`config.mk`:
```
export PLATFORM = sky130hd
export DESIGN_NAME = http_chunked_body_decoder_top_flat
export DESIGN_NICKNAME = d
export VERILOG_FILES = /design/src/sv/hcbd_pkg.sv /design/src/sv/hcbd_ifs.sv /design/src/sv/hcbd_parser.sv /design/src/sv/http_chunked_body_decoder_top.sv /design/src/flat_wrapper.sv
export SDC_FILE = /design/constraint.sdc
export NUM_CORES = 1
export LEC_CHECK = 0
export ABC_AREA = 1
export BUFFER_PORTS_ARGS = -buffer_cell sky130_fd_sc_hd__buf_2
export CAP_MARGIN = 40
export CORE_MARGIN = 10
export CORE_UTILIZATION = 62
export DETAILED_ROUTE_END_ITERATION = 8
export GPL_ROUTABILITY_DRIVEN = 0
export GPL_TIMING_DRIVEN = 1
export PLACE_DENSITY = 0.78
export SLEW_MARGIN = 10
export SYNTH_ARGS = -nofsm -noshare
export SYNTH_HDL_FRONTEND = slang
export SYNTH_SLANG_ARGS = --single-unit
```
`constraint.sdc`:
```
create_clock -name clk -period 2.8 [get_ports clk]
set_clock_uncertainty 0.1 [all_clocks]
set_input_delay 0.56 -clock clk [delete_from_list [all_inputs] [get_ports clk]]
set_output_delay 0.56 -clock clk [all_outputs]
set_load 0.01 [all_outputs]
```
`src/sv/hcbd_pkg.sv`:
```
`timescale 1ns / 1ps
`default_nettype none
// ----------------------------------------------------------------------------
// Chunked body decoder package
// Shared widths, codes, result struct and the hex digit decoder.
// ----------------------------------------------------------------------------
package hcbd_pkg;

	localparam int SIZE_BITS = 32;

	localparam logic [7:0] CHAR_CR = 8'h0D;
	localparam logic [7:0] CHAR_LF = 8'h0A;

	typedef enum logic [1:0] {
		KIND_BYTE  = 2'd0,
		KIND_END   = 2'd1,
		KIND_ERROR = 2'd2
	} result_kind_t;

	typedef enum logic [3:0] {
		PH_SIZE    = 4'b0001,
		PH_DATA    = 4'b0010,
		PH_SKIP    = 4'b0100,
		PH_TRAILER = 4'b1000
	} phase_t;

	typedef struct packed {
		logic         valid;
		result_kind_t kind;
		logic [7:0]   body;
	} hcbd_result_t;

	typedef struct packed {
		logic       is_hex;
		logic [3:0] value;
	} hex_digit_t;

	function automatic hex_digit_t hex_decode(input logic [7:0] b);
		hex_digit_t d;
		d.is_hex = 1'b0;
		d.value  = 4'd0;
		if (b >= 8'h30 && b <= 8'h39) begin
			d.is_hex = 1'b1;
			d.value  = 4'(b - 8'h30);
		end else if (b >= 8'h61 && b <= 8'h66) begin
			d.is_hex = 1'b1;
			d.value  = 4'(b - 8'h57);
		end else if (b >= 8'h41 && b <= 8'h46) begin
			d.is_hex = 1'b1;
			d.value  = 4'(b - 8'h37);
		end
		return d;
	endfunction

endpackage
`default_nettype wire

```
`src/sv/hcbd_ifs.sv`:
```
`timescale 1ns / 1ps
`default_nettype none
// ----------------------------------------------------------------------------
// Chunked body decoder channels
// Valid/ready channels for raw body bytes and for decoded results.
// ----------------------------------------------------------------------------
interface hcbd_byte_if;
	logic       valid;
	logic       ready;
	logic [7:0] byte_in;

	modport source (output valid, output byte_in, input ready);
	modport sink (input valid, input byte_in, output ready);
endinterface

interface hcbd_result_if;
	logic       valid;
	logic       ready;
	logic [1:0] result_kind;
	logic [7:0] body_byte;

	modport source (output valid, output result_kind, output body_byte, input ready);
	modport sink (input valid, input result_kind, input body_byte, output ready);
endinterface
`default_nettype wire

```
`src/sv/hcbd_parser.sv`:
```
`timescale 1ns / 1ps
`default_nettype none
// ----------------------------------------------------------------------------
// Chunked body parser
// Holds the framing state and decodes one byte per step into at most one result.
// ----------------------------------------------------------------------------
module hcbd_parser
	import hcbd_pkg::*;
(
	input  wire logic         clk,
	input  wire logic         arst_n,
	input  wire logic         step,
	input  wire logic [7:0]   byte_in,
	output hcbd_result_t      res
);

	phase_t                 phase_q, phase_d;
	logic [SIZE_BITS-1:0]   acc_q, acc_d;
	logic [SIZE_BITS-1:0]   left_q, left_d;
	logic                   hex_stop_q, hex_stop_d;
	logic                   cr_q, cr_d;
	logic                   tne_q, tne_d;

	hex_digit_t             hx;
	phase_t                 line_phase;
	logic                   is_size;
	logic                   stopped;
	logic                   overflow;

	assign hx = hex_decode(byte_in);
	// Shifting in another digit overflows once any of the top four bits is set.
	assign overflow = |acc_q[SIZE_BITS-1 -: 4];

	always_comb begin
		phase_d    = phase_q;
		acc_d      = acc_q;
		left_d     = left_q;
		hex_stop_d = hex_stop_q;
		cr_d       = cr_q;
		tne_d      = tne_q;
		res        = '{valid: 1'b0, kind: KIND_BYTE, body: 8'd0};
		line_phase = PH_SIZE;
		is_size    = 1'b0;
		stopped    = 1'b0;

		case (phase_q)
			PH_DATA: begin
				res.valid = 1'b1;
				res.body  = byte_in;
				left_d    = left_q - SIZE_BITS'(1);
				if (left_q == SIZE_BITS'(1)) begin
					phase_d = PH_SKIP;
					cr_d    = 1'b0;
				end
			end
			default: begin
				line_phase = (phase_q == PH_SKIP || phase_q == PH_TRAILER) ? phase_q : PH_SIZE;
				is_size    = (line_phase == PH_SIZE);
				phase_d    = line_phase;
				if (cr_q && byte_in == CHAR_LF) begin
					cr_d = 1'b0;
					case (line_phase)
						PH_SKIP: begin
							phase_d    = PH_SIZE;
							acc_d      = '0;
							hex_stop_d = 1'b0;
						end
						PH_TRAILER: begin
							if (tne_q) begin
								tne_d = 1'b0;
							end else begin
								phase_d    = PH_SIZE;
								acc_d      = '0;
								hex_stop_d = 1'b0;
								res.valid  = 1'b1;
								res.kind   = KIND_END;
							end
						end
						default: begin
							if (acc_q == '0) begin
								phase_d = PH_TRAILER;
								tne_d   = 1'b0;
							end else begin
								phase_d = PH_DATA;
								left_d  = acc_q;
							end
							acc_d      = '0;
							hex_stop_d = 1'b0;
						end
					endcase
				end else begin
					// A carriage return not followed by a line feed counts as line content.
					stopped = hex_stop_q || cr_q;
					if (cr_q) begin
						tne_d = 1'b1;
						if (is_size) begin
							hex_stop_d = 1'b1;
						end
					end
					if (byte_in == CHAR_CR) begin
						cr_d = 1'b1;
					end else begin
						cr_d  = 1'b0;
						tne_d = 1'b1;
						if (is_size && !stopped) begin
							if (!hx.is_hex) begin
								hex_stop_d = 1'b1;
							end else if (overflow) begin
								phase_d    = PH_SIZE;
								acc_d      = '0;
								hex_stop_d = 1'b0;
								cr_d       = 1'b0;
								tne_d      = 1'b0;
								res.valid  = 1'b1;
								res.kind   = KIND_ERROR;
							end else begin
								acc_d = {acc_q[SIZE_BITS-5:0], hx.value};
							end
						end
					end
				end
			end
		endcase
	end

	always_ff @(posedge clk or negedge arst_n) begin
		if (!arst_n) begin
			phase_q    <= PH_SIZE;
			acc_q      <= '0;
			left_q     <= '0;
			hex_stop_q <= 1'b0;
			cr_q       <= 1'b0;
			tne_q      <= 1'b0;
		end else if (step) begin
			phase_q    <= phase_d;
			acc_q      <= acc_d;
			left_q     <= left_d;
			hex_stop_q <= hex_stop_d;
			cr_q       <= cr_d;
			tne_q      <= tne_d;
		end
	end

endmodule
`default_nettype wire

```
`src/sv/http_chunked_body_decoder_top.sv`:
```
`timescale 1ns / 1ps
`default_nettype none
// ----------------------------------------------------------------------------
// HTTP chunked body decoder
// Strips chunk size lines, chunk delimiters and trailers from a chunked body
// stream and delivers payload bytes, end-of-message and size overflow results.
// ----------------------------------------------------------------------------
// Path: an accepted byte beat passes through the input register, then the result
// register, before its result is offered.
// Throughput: one byte beat per cycle; input stalls only while a result waits.
// Reset: arst_n clears all control and framing state asynchronously; the
// decoder then expects a chunk size line.
module http_chunked_body_decoder_top
	import hcbd_pkg::*;
(
	input  wire logic         clk,
	input  wire logic         arst_n,
	hcbd_byte_if.sink         stream,
	hcbd_result_if.source     result
);

	logic         valid_s1;
	logic [7:0]   byte_s1;
	logic         res_ready;
	logic         step;
	hcbd_result_t res;

	logic         out_valid_q;
	result_kind_t kind_q;
	logic [7:0]   body_q;

	// The result register can load when it is empty or being drained this cycle.
	assign res_ready    = !out_valid_q || result.ready;
	assign step         = valid_s1 && res_ready;
	assign stream.ready = !valid_s1 || res_ready;

	always_ff @(posedge clk or negedge arst_n) begin
		if (!arst_n) begin
			valid_s1 <= 1'b0;
		end else if (stream.ready) begin
			valid_s1 <= stream.valid;
		end
	end

	always_ff @(posedge clk) begin
		if (stream.ready && stream.valid) begin
			byte_s1 <= stream.byte_in;
		end
	end

	hcbd_parser u_parser (
		.clk     (clk),
		.arst_n  (arst_n),
		.step    (step),
		.byte_in (byte_s1),
		.res     (res)
	);

	always_ff @(posedge clk or negedge arst_n) begin
		if (!arst_n) begin
			out_valid_q <= 1'b0;
		end else if (res_ready) begin
			out_valid_q <= step && res.valid;
		end
	end

	always_ff @(posedge clk) begin
		if (step && res.valid) begin
			kind_q <= res.kind;
			body_q <= res.body;
		end
	end

	assign result.valid       = out_valid_q;
	assign result.result_kind = kind_q;
	assign result.body_byte   = body_q;

endmodule
`default_nettype wire

```
`src/flat_wrapper.sv`:
```
// flat-port wrapper written by rule: the top's interface ports become plain ports
module http_chunked_body_decoder_top_flat import hcbd_pkg::*;
  (clk, arst_n, stream_valid, stream_byte_in, stream_ready, result_valid, result_result_kind, result_body_byte, result_ready);
  hcbd_byte_if stream_i ();
  hcbd_result_if result_i ();
  input  wire logic clk;
  input  wire logic arst_n;
  input wire logic [$bits(stream_i.valid)-1:0] stream_valid;
  input wire logic [$bits(stream_i.byte_in)-1:0] stream_byte_in;
  output wire logic [$bits(stream_i.ready)-1:0] stream_ready;
  output wire logic [$bits(result_i.valid)-1:0] result_valid;
  output wire logic [$bits(result_i.result_kind)-1:0] result_result_kind;
  output wire logic [$bits(result_i.body_byte)-1:0] result_body_byte;
  input wire logic [$bits(result_i.ready)-1:0] result_ready;
  assign stream_i.valid = stream_valid;
  assign stream_i.byte_in = stream_byte_in;
  assign stream_ready = stream_i.ready;
  assign result_valid = result_i.valid;
  assign result_result_kind = result_i.result_kind;
  assign result_body_byte = result_i.body_byte;
  assign result_i.ready = result_ready;
  http_chunked_body_decoder_top u_core (.clk(clk), .arst_n(arst_n), .stream(stream_i), .result(result_i));
endmodule
```
After elaboration in Yosys (flattened, before gate mapping)
Index checks and enable logic that the tools add are counted.
W data, S select, Z words.
- bits in registers: 91
- bits in latches: 0
- memory bits (writable): 0
- memory bits (read-only): 0
- bits of input ports: 12
- output and inout bits: 12
- memories: 0
- add/subtract/negate cells: 4
- multipliers: 0
- div/mod/pow operators: 0
- $lt $le $gt $ge: 6
- eq/ne operators: 17
- shift-type cells: 0
- mux-type cells: 54
- bitwise operators: 1
- reductions and logical operators: 26
- operators by type and width (cell ; count):
    $mux W32 ; 11
    $mux W4 ; 10
    $eq A32 B1 Y1 const B ; 1
    $logic_not A32 Y1 ; 1
    $sub A32 B1 Y32 const B ; 1
    $mux W1 ; 21
    $mux W3 ; 7
    $eq A8 B4 Y1 const B ; 2
    $ge A8 B7 Y1 const B ; 2
    $le A8 B7 Y1 const B ; 2
    $mux W5 ; 3
    $eq A4 B3 Y1 const B ; 2
    $eq A4 B4 Y1 const B ; 2
    $ge A8 B6 Y1 const B ; 1
    $le A8 B6 Y1 const B ; 1
    $logic_and A1 B1 Y1 ; 8
    $pmux W4 S2 ; 1
    $sub A4 B3 Y4 const B ; 2
    $ne A2 B2 Y1 const B ; 3
    $ne A3 B3 Y1 const B ; 2
    $reduce_and A6 Y1 ; 1
    $reduce_bool A2 Y1 ; 3
    $reduce_and A5 Y1 ; 1
    $eq A4 B1 Y1 const B ; 1
    other kinds (13) ; 19

Logic depth before layout (Yosys ltp)
- word-level depth: 11
- mapped depth: 13
- gate-level depth less buffers: 12

Cells and area by module
A second synthesis with hierarchy kept.
- cell total of the unflattened synthesis: 754
- area total of the unflattened synthesis: 5352.6 µm²
- by module, submodules not included (module ; times used ; cells an instance ; area each (µm²)):
    hcbd_parser ; 1 ; 721 ; 4705.8
    http_chunked_body_decoder_top ; 1 ; 33 ; 646.9

Worst setup path after synthesis
Ideal clock, no wire load.
- path type: flip-flop to flip-flop
- start: register u_core.byte_s1[0]
- end: register u_core.body_q[0], in the netlist u_core.result.body_byte[0], enable pin
- arrival: 1559 ps
- required time: 2366 ps
- setup slack: 807 ps
- cell stages (with the launch flop): 11
- cells stage by stage: edfxtp_1 > inv_1 > ha_1 > nor3_1 > nor2_1 > nand2_2 > nand2_1 > nand3_1 > nand3_1 > nand2_1 > inv_1
- longest elaborated chain between the ends: 11
- elaborated cells on any way between the ends: 21
- classes of those cells: 6 x order compare; 2 x eq/ne; 8 x mux; 5 x reduce/logical
- RTL lines (element ; RTL line ; text):
    from (decl) ; http_chunked_body_decoder_top.sv:23 ; logic [7:0] byte_s1;
    from (signal assigned) ; http_chunked_body_decoder_top.sv:47 ; byte_s1 <= stream.byte_in;
    $ge A8 B7 Y1 or $le A8 B7 Y1 (tied branches) ; hcbd_pkg.sv:48 ; end else if (b >= 8'h41 && b <= 8'h46) begin
    $logic_and A1 B1 Y1 ; hcbd_pkg.sv:48 ;
    $mux W5 ; hcbd_pkg.sv:48 ;
    $mux W5 ; hcbd_pkg.sv:45 ; end else if (b >= 8'h61 && b <= 8'h66) begin
    $mux W5 ; hcbd_pkg.sv:42 ; if (b >= 8'h30 && b <= 8'h39) begin
    $mux W3 ; hcbd_parser.sv:106 ; if (!hx.is_hex) begin
    $mux W3 ; hcbd_parser.sv:105 ; if (is_size && !stopped) begin
    $mux W3 ; hcbd_parser.sv:100 ; if (byte_in == CHAR_CR) begin
    $mux W3 (*) ; hcbd_parser.sv:60 ; if (cr_q && byte_in == CHAR_LF) begin
    $mux W1 (*) ; hcbd_parser.sv:46 ; case (phase_q)
    $logic_and A1 B1 Y1 (*) ; http_chunked_body_decoder_top.sv:68 ; if (step && res.valid) begin
    to (signal assigned) ; http_chunked_body_decoder_top.sv:70 ; body_q <= res.body;
    to (decl) ; http_chunked_body_decoder_top.sv:30 ; logic [7:0] body_q;
Every way passes the cells marked *; elsewhere a longest branch is shown, timed or not.
A chain may end at the register's enable or synchronous reset.

Worst setup path after layout
- start: register u_core.byte_s1[0]
- end: register u_core.u_parser.acc_q[12]
- longest elaborated chain between the ends: 7
- elaborated cells on any way between the ends: 21
- classes of those cells: 6 x order compare; 4 x eq/ne; 4 x mux; 7 x reduce/logical
- RTL lines (element ; RTL line ; text):
    $ge A8 B7 Y1 or $le A8 B7 Y1 (tied branches) ; hcbd_pkg.sv:48 ;
    $logic_and A1 B1 Y1 ; hcbd_pkg.sv:48 ;
    $mux W5 ; hcbd_pkg.sv:48 ;
    $mux W5 ; hcbd_pkg.sv:45 ;
    $mux W5 ; hcbd_pkg.sv:42 ;
    $reduce_bool A2 Y1 (no line) ; - ;
    $reduce_and A6 Y1 (no line) ; - ;
    to (signal assigned) ; hcbd_parser.sv:129 ; acc_q <= '0;
    to (signal assigned) ; hcbd_parser.sv:136 ; acc_q <= acc_d;
    to (decl) ; hcbd_parser.sv:18 ; logic [SIZE_BITS-1:0] acc_q, acc_d;
Several ways; a longest one is shown, not always the timed one.

==> results.toml <==
[detailed_routing]
met2_length_mm = 6.22
via_count = 4978
firstDrtPassIters = 5
drt-total-wl_mm = 12.9
wl_per_cell_um = 14.4
drc = 0
drt_iter0_markers = 407
m1WireLength_mm = 5.66
top_layer_used = "met4"
postRouteAntennaNets = 0
met3_length_um = 648
drt-vias-per-instance = 5.54

[pwr]
p_per_area_nw_per_um2 = 442
power_leakage_nw = 2.84
peakVddDrop_mv = 0.266

[global_route]
grt_use_total = 0.212
grt_overflow = 0
grt_max_degree = 74
antenna_found_initial = 0
grt_pass1_vias = 4930
grt_first_pass_wirelength_mm = 22.8

[cts]
clk_pin_slew_ps = 100
clockBufferDepth = 2
cts_buffers = 9
insertion_delay_ps = 370
post_cts_buffers = 0
ctsRootBufferMaster = "clkbuf_8"
ctsHoldBuffers = 0
post_cts_resized = 0
cts_tree = "built"
h-tree-depth = 3
clock-sinks = 91

[synthesis]
ys_seq_area_frac = 0.435
mappedNetlistArea_um2 = 5440
async_flop_share = 0.802
synth_ff_type = "dfrtp_1"
ys_warn_count = 0
synthCells = 768
synth.ff_latch_count = 91
syn_avg_cell_area_um2 = 7.09
synth-edff-count = 18
synthesis.nets = 786
synth_cell_types = 38

[critical_path]
cp.required_ps = 2970
critPathLaunchType = "flip-flop"
arrival_ps = 2650
rrSetupSlack_ps = 320
critPathKind = "reg2reg"
cp-end-kind = "flip-flop"
worstPathMaxFanout = 60

[floorplanning]
die_h_um = 114
rows = 34
die_w_um = 114
die-area_um2 = 12900
coreArea_um2 = 8640
io_pins = 24
start_util = 0.630

[place]
hpwl_mm = 9.28
port_buffers = 23
placed_cell_area_um2 = 5590

[sta]
fmaxAchievable_ghz = 0.403
tightestPinTransition_ps = 696
finalCritPeriodShare = 0.885
rsz0062_at_grt = "false"
setup_viol = 0
maxSlewViolCount = 0
tns_ps = 0
maxSlewHeadroom = 0.535
fin_crit_ps = 2480
hold_viol_final = 0

[layout]
drive_above_1_share = 0.120
nets = 803
finalInstanceArea_um2 = 5810
multi_input_area_um2 = 2700
num_antenna_cells = 0
register_area_um2 = 2370
fillers = 761
area_growth_pct = 6.67

[flow_run]
max-cap-violations = 0

[run_status]
outcome = "finished, final reports clean"

[min_path]
hold_class = "in2async"
cells in the mapped netlist (11+ instances only):
library cell | instances | area (um^2)
nand2_1 | 292 | 1100
nor2_1 | 116 | 435
inv_1 | 48 | 180
nand4_1 | 13 | 81.3
nand2_2 | 14 | 87.6
nand3_1 | 53 | 265
dfrtp_1 | 72 | 1800
o21ai_1 | 23 | 115
edfxtp_1 | 18 | 541
o21ai_0 | 26 | 130
o21ai_2 | 11 | 96.3
power by group:
part,total [mW],switching (mW),leakage [nW],internal [mW]
sequential,1.40,0.0279,1.12,1.37
clock,0.985,0.480,0.103,0.505
combinational,0.180,0.124,1.63,0.0564
sequential cells by signal, indices dropped and copies added (netlist names):
signal                      cells
u_core.result.result_kind       2
u_core.u_parser.cr_q            1
u_core.result.valid             1
u_core.u_parser.hex_stop_q      1
u_core.u_parser.acc_q          32
u_core.u_parser.phase_q         4
u_core.valid_s1                 1
u_core.u_parser.tne_q           1
u_core.u_parser.left_q         32
u_core.result.body_byte         8
u_core.byte_s1                  8
cell families (layout without fill, tap and decap cells):
kind of cell	Yosys count	after routing	share of synthesized area
adder cells (fa/ha/maj)	6	6	0.0138
XOR/XNOR	4	4	0.00643
buffers and inverters	80	102	0.0694
flip-flops	91	91	0.435
AO/OA/AOI/OAI	76	76	0.0811
AND/OR/NAND/NOR	511	511	0.394
routing by layer:
metal,vias to the layer above,track usage
met3,28,0.0310
li1,2478,-
met1,2303,0.269
met4,0,0.0973
met5,-,0
met2,169,0.349
stage by stage:
| step | std cells | utilization | setup WS, ps | hold WS, ps | total power [mW] |
|---|---|---|---|---|---|
| 2_1_floorplan | 768 | - | 807 | 164 | 1.54 |
| 3_3_place_gp | 882 | 0.647 | 473 | 377 | 1.60 |
| 3_5_place_dp | 882 | 0.647 | 329 | 399 | 1.61 |
| 4_1_cts | 898 | 0.672 | 299 | 126 | 2.58 |
| 5_1_grt | 898 | 0.672 | 68.0 | 134 | 2.67 |
| 6_report | 898 | 0.672 | 321 | 94.8 | 2.57 |
path summary, 6_finish.rpt:
check                                                start                          to  depth (start not counted)
worst max-delay path                     u_core.byte_s1[0]   u_core.u_parser.acc_q[12]                         12
worst min-delay path                                arst_n   u_core.u_parser.left_q[7]                          2
worst max register to register           u_core.byte_s1[0]   u_core.u_parser.acc_q[12]                         12
worst min register to register  u_core.u_parser.hex_stop_q  u_core.u_parser.hex_stop_q                          2
max in group asynchronous                           arst_n  u_core.u_parser.phase_q[0]                          2
min in group clk                         stream_byte_in[7]           u_core.byte_s1[7]                          1
critical path, cell delays in order (launching register included):
cell,delay [ps]
edfxtp_1,480
inv_1,160
ha_1,190
nand2_1,90
nor2_4,130
nand2_4,110
inv_4,100
nand2_2,50
o21ai_2,160
inv_2,70
nand2_4,500
nand2_1,130
o21ai_1,110
final cells by class:
type                    instances  area share
well taps                     108      0.0233
multi-input cells             597       0.465
clock inverters                 6      0.0153
inverters                      57      0.0373
flip-flops and latches         91       0.408
clock buffers                  10      0.0220
repair buffers                 29      0.0297
placed cells by master (no fill, tap or decap), drive strengths merged:
cell      instances
nor3              5
o21ai            60
nand2           308
and2              1
clkinv            2
o31ai             1
nand3            54
a21boi            1
o21bai            2
xor2              4
a21oi             8
clkinvlp          2
nor4              1
a31oi             3
inv              57
edfxtp           18
nor2            121
clkbuf           10
dfrtp            72
or2               6
o211ai            1
nand3b            1
ha                6
buf              29
nand4            14
dfstp             1
bufinv            2
Power figures use the tool's default switching activity.
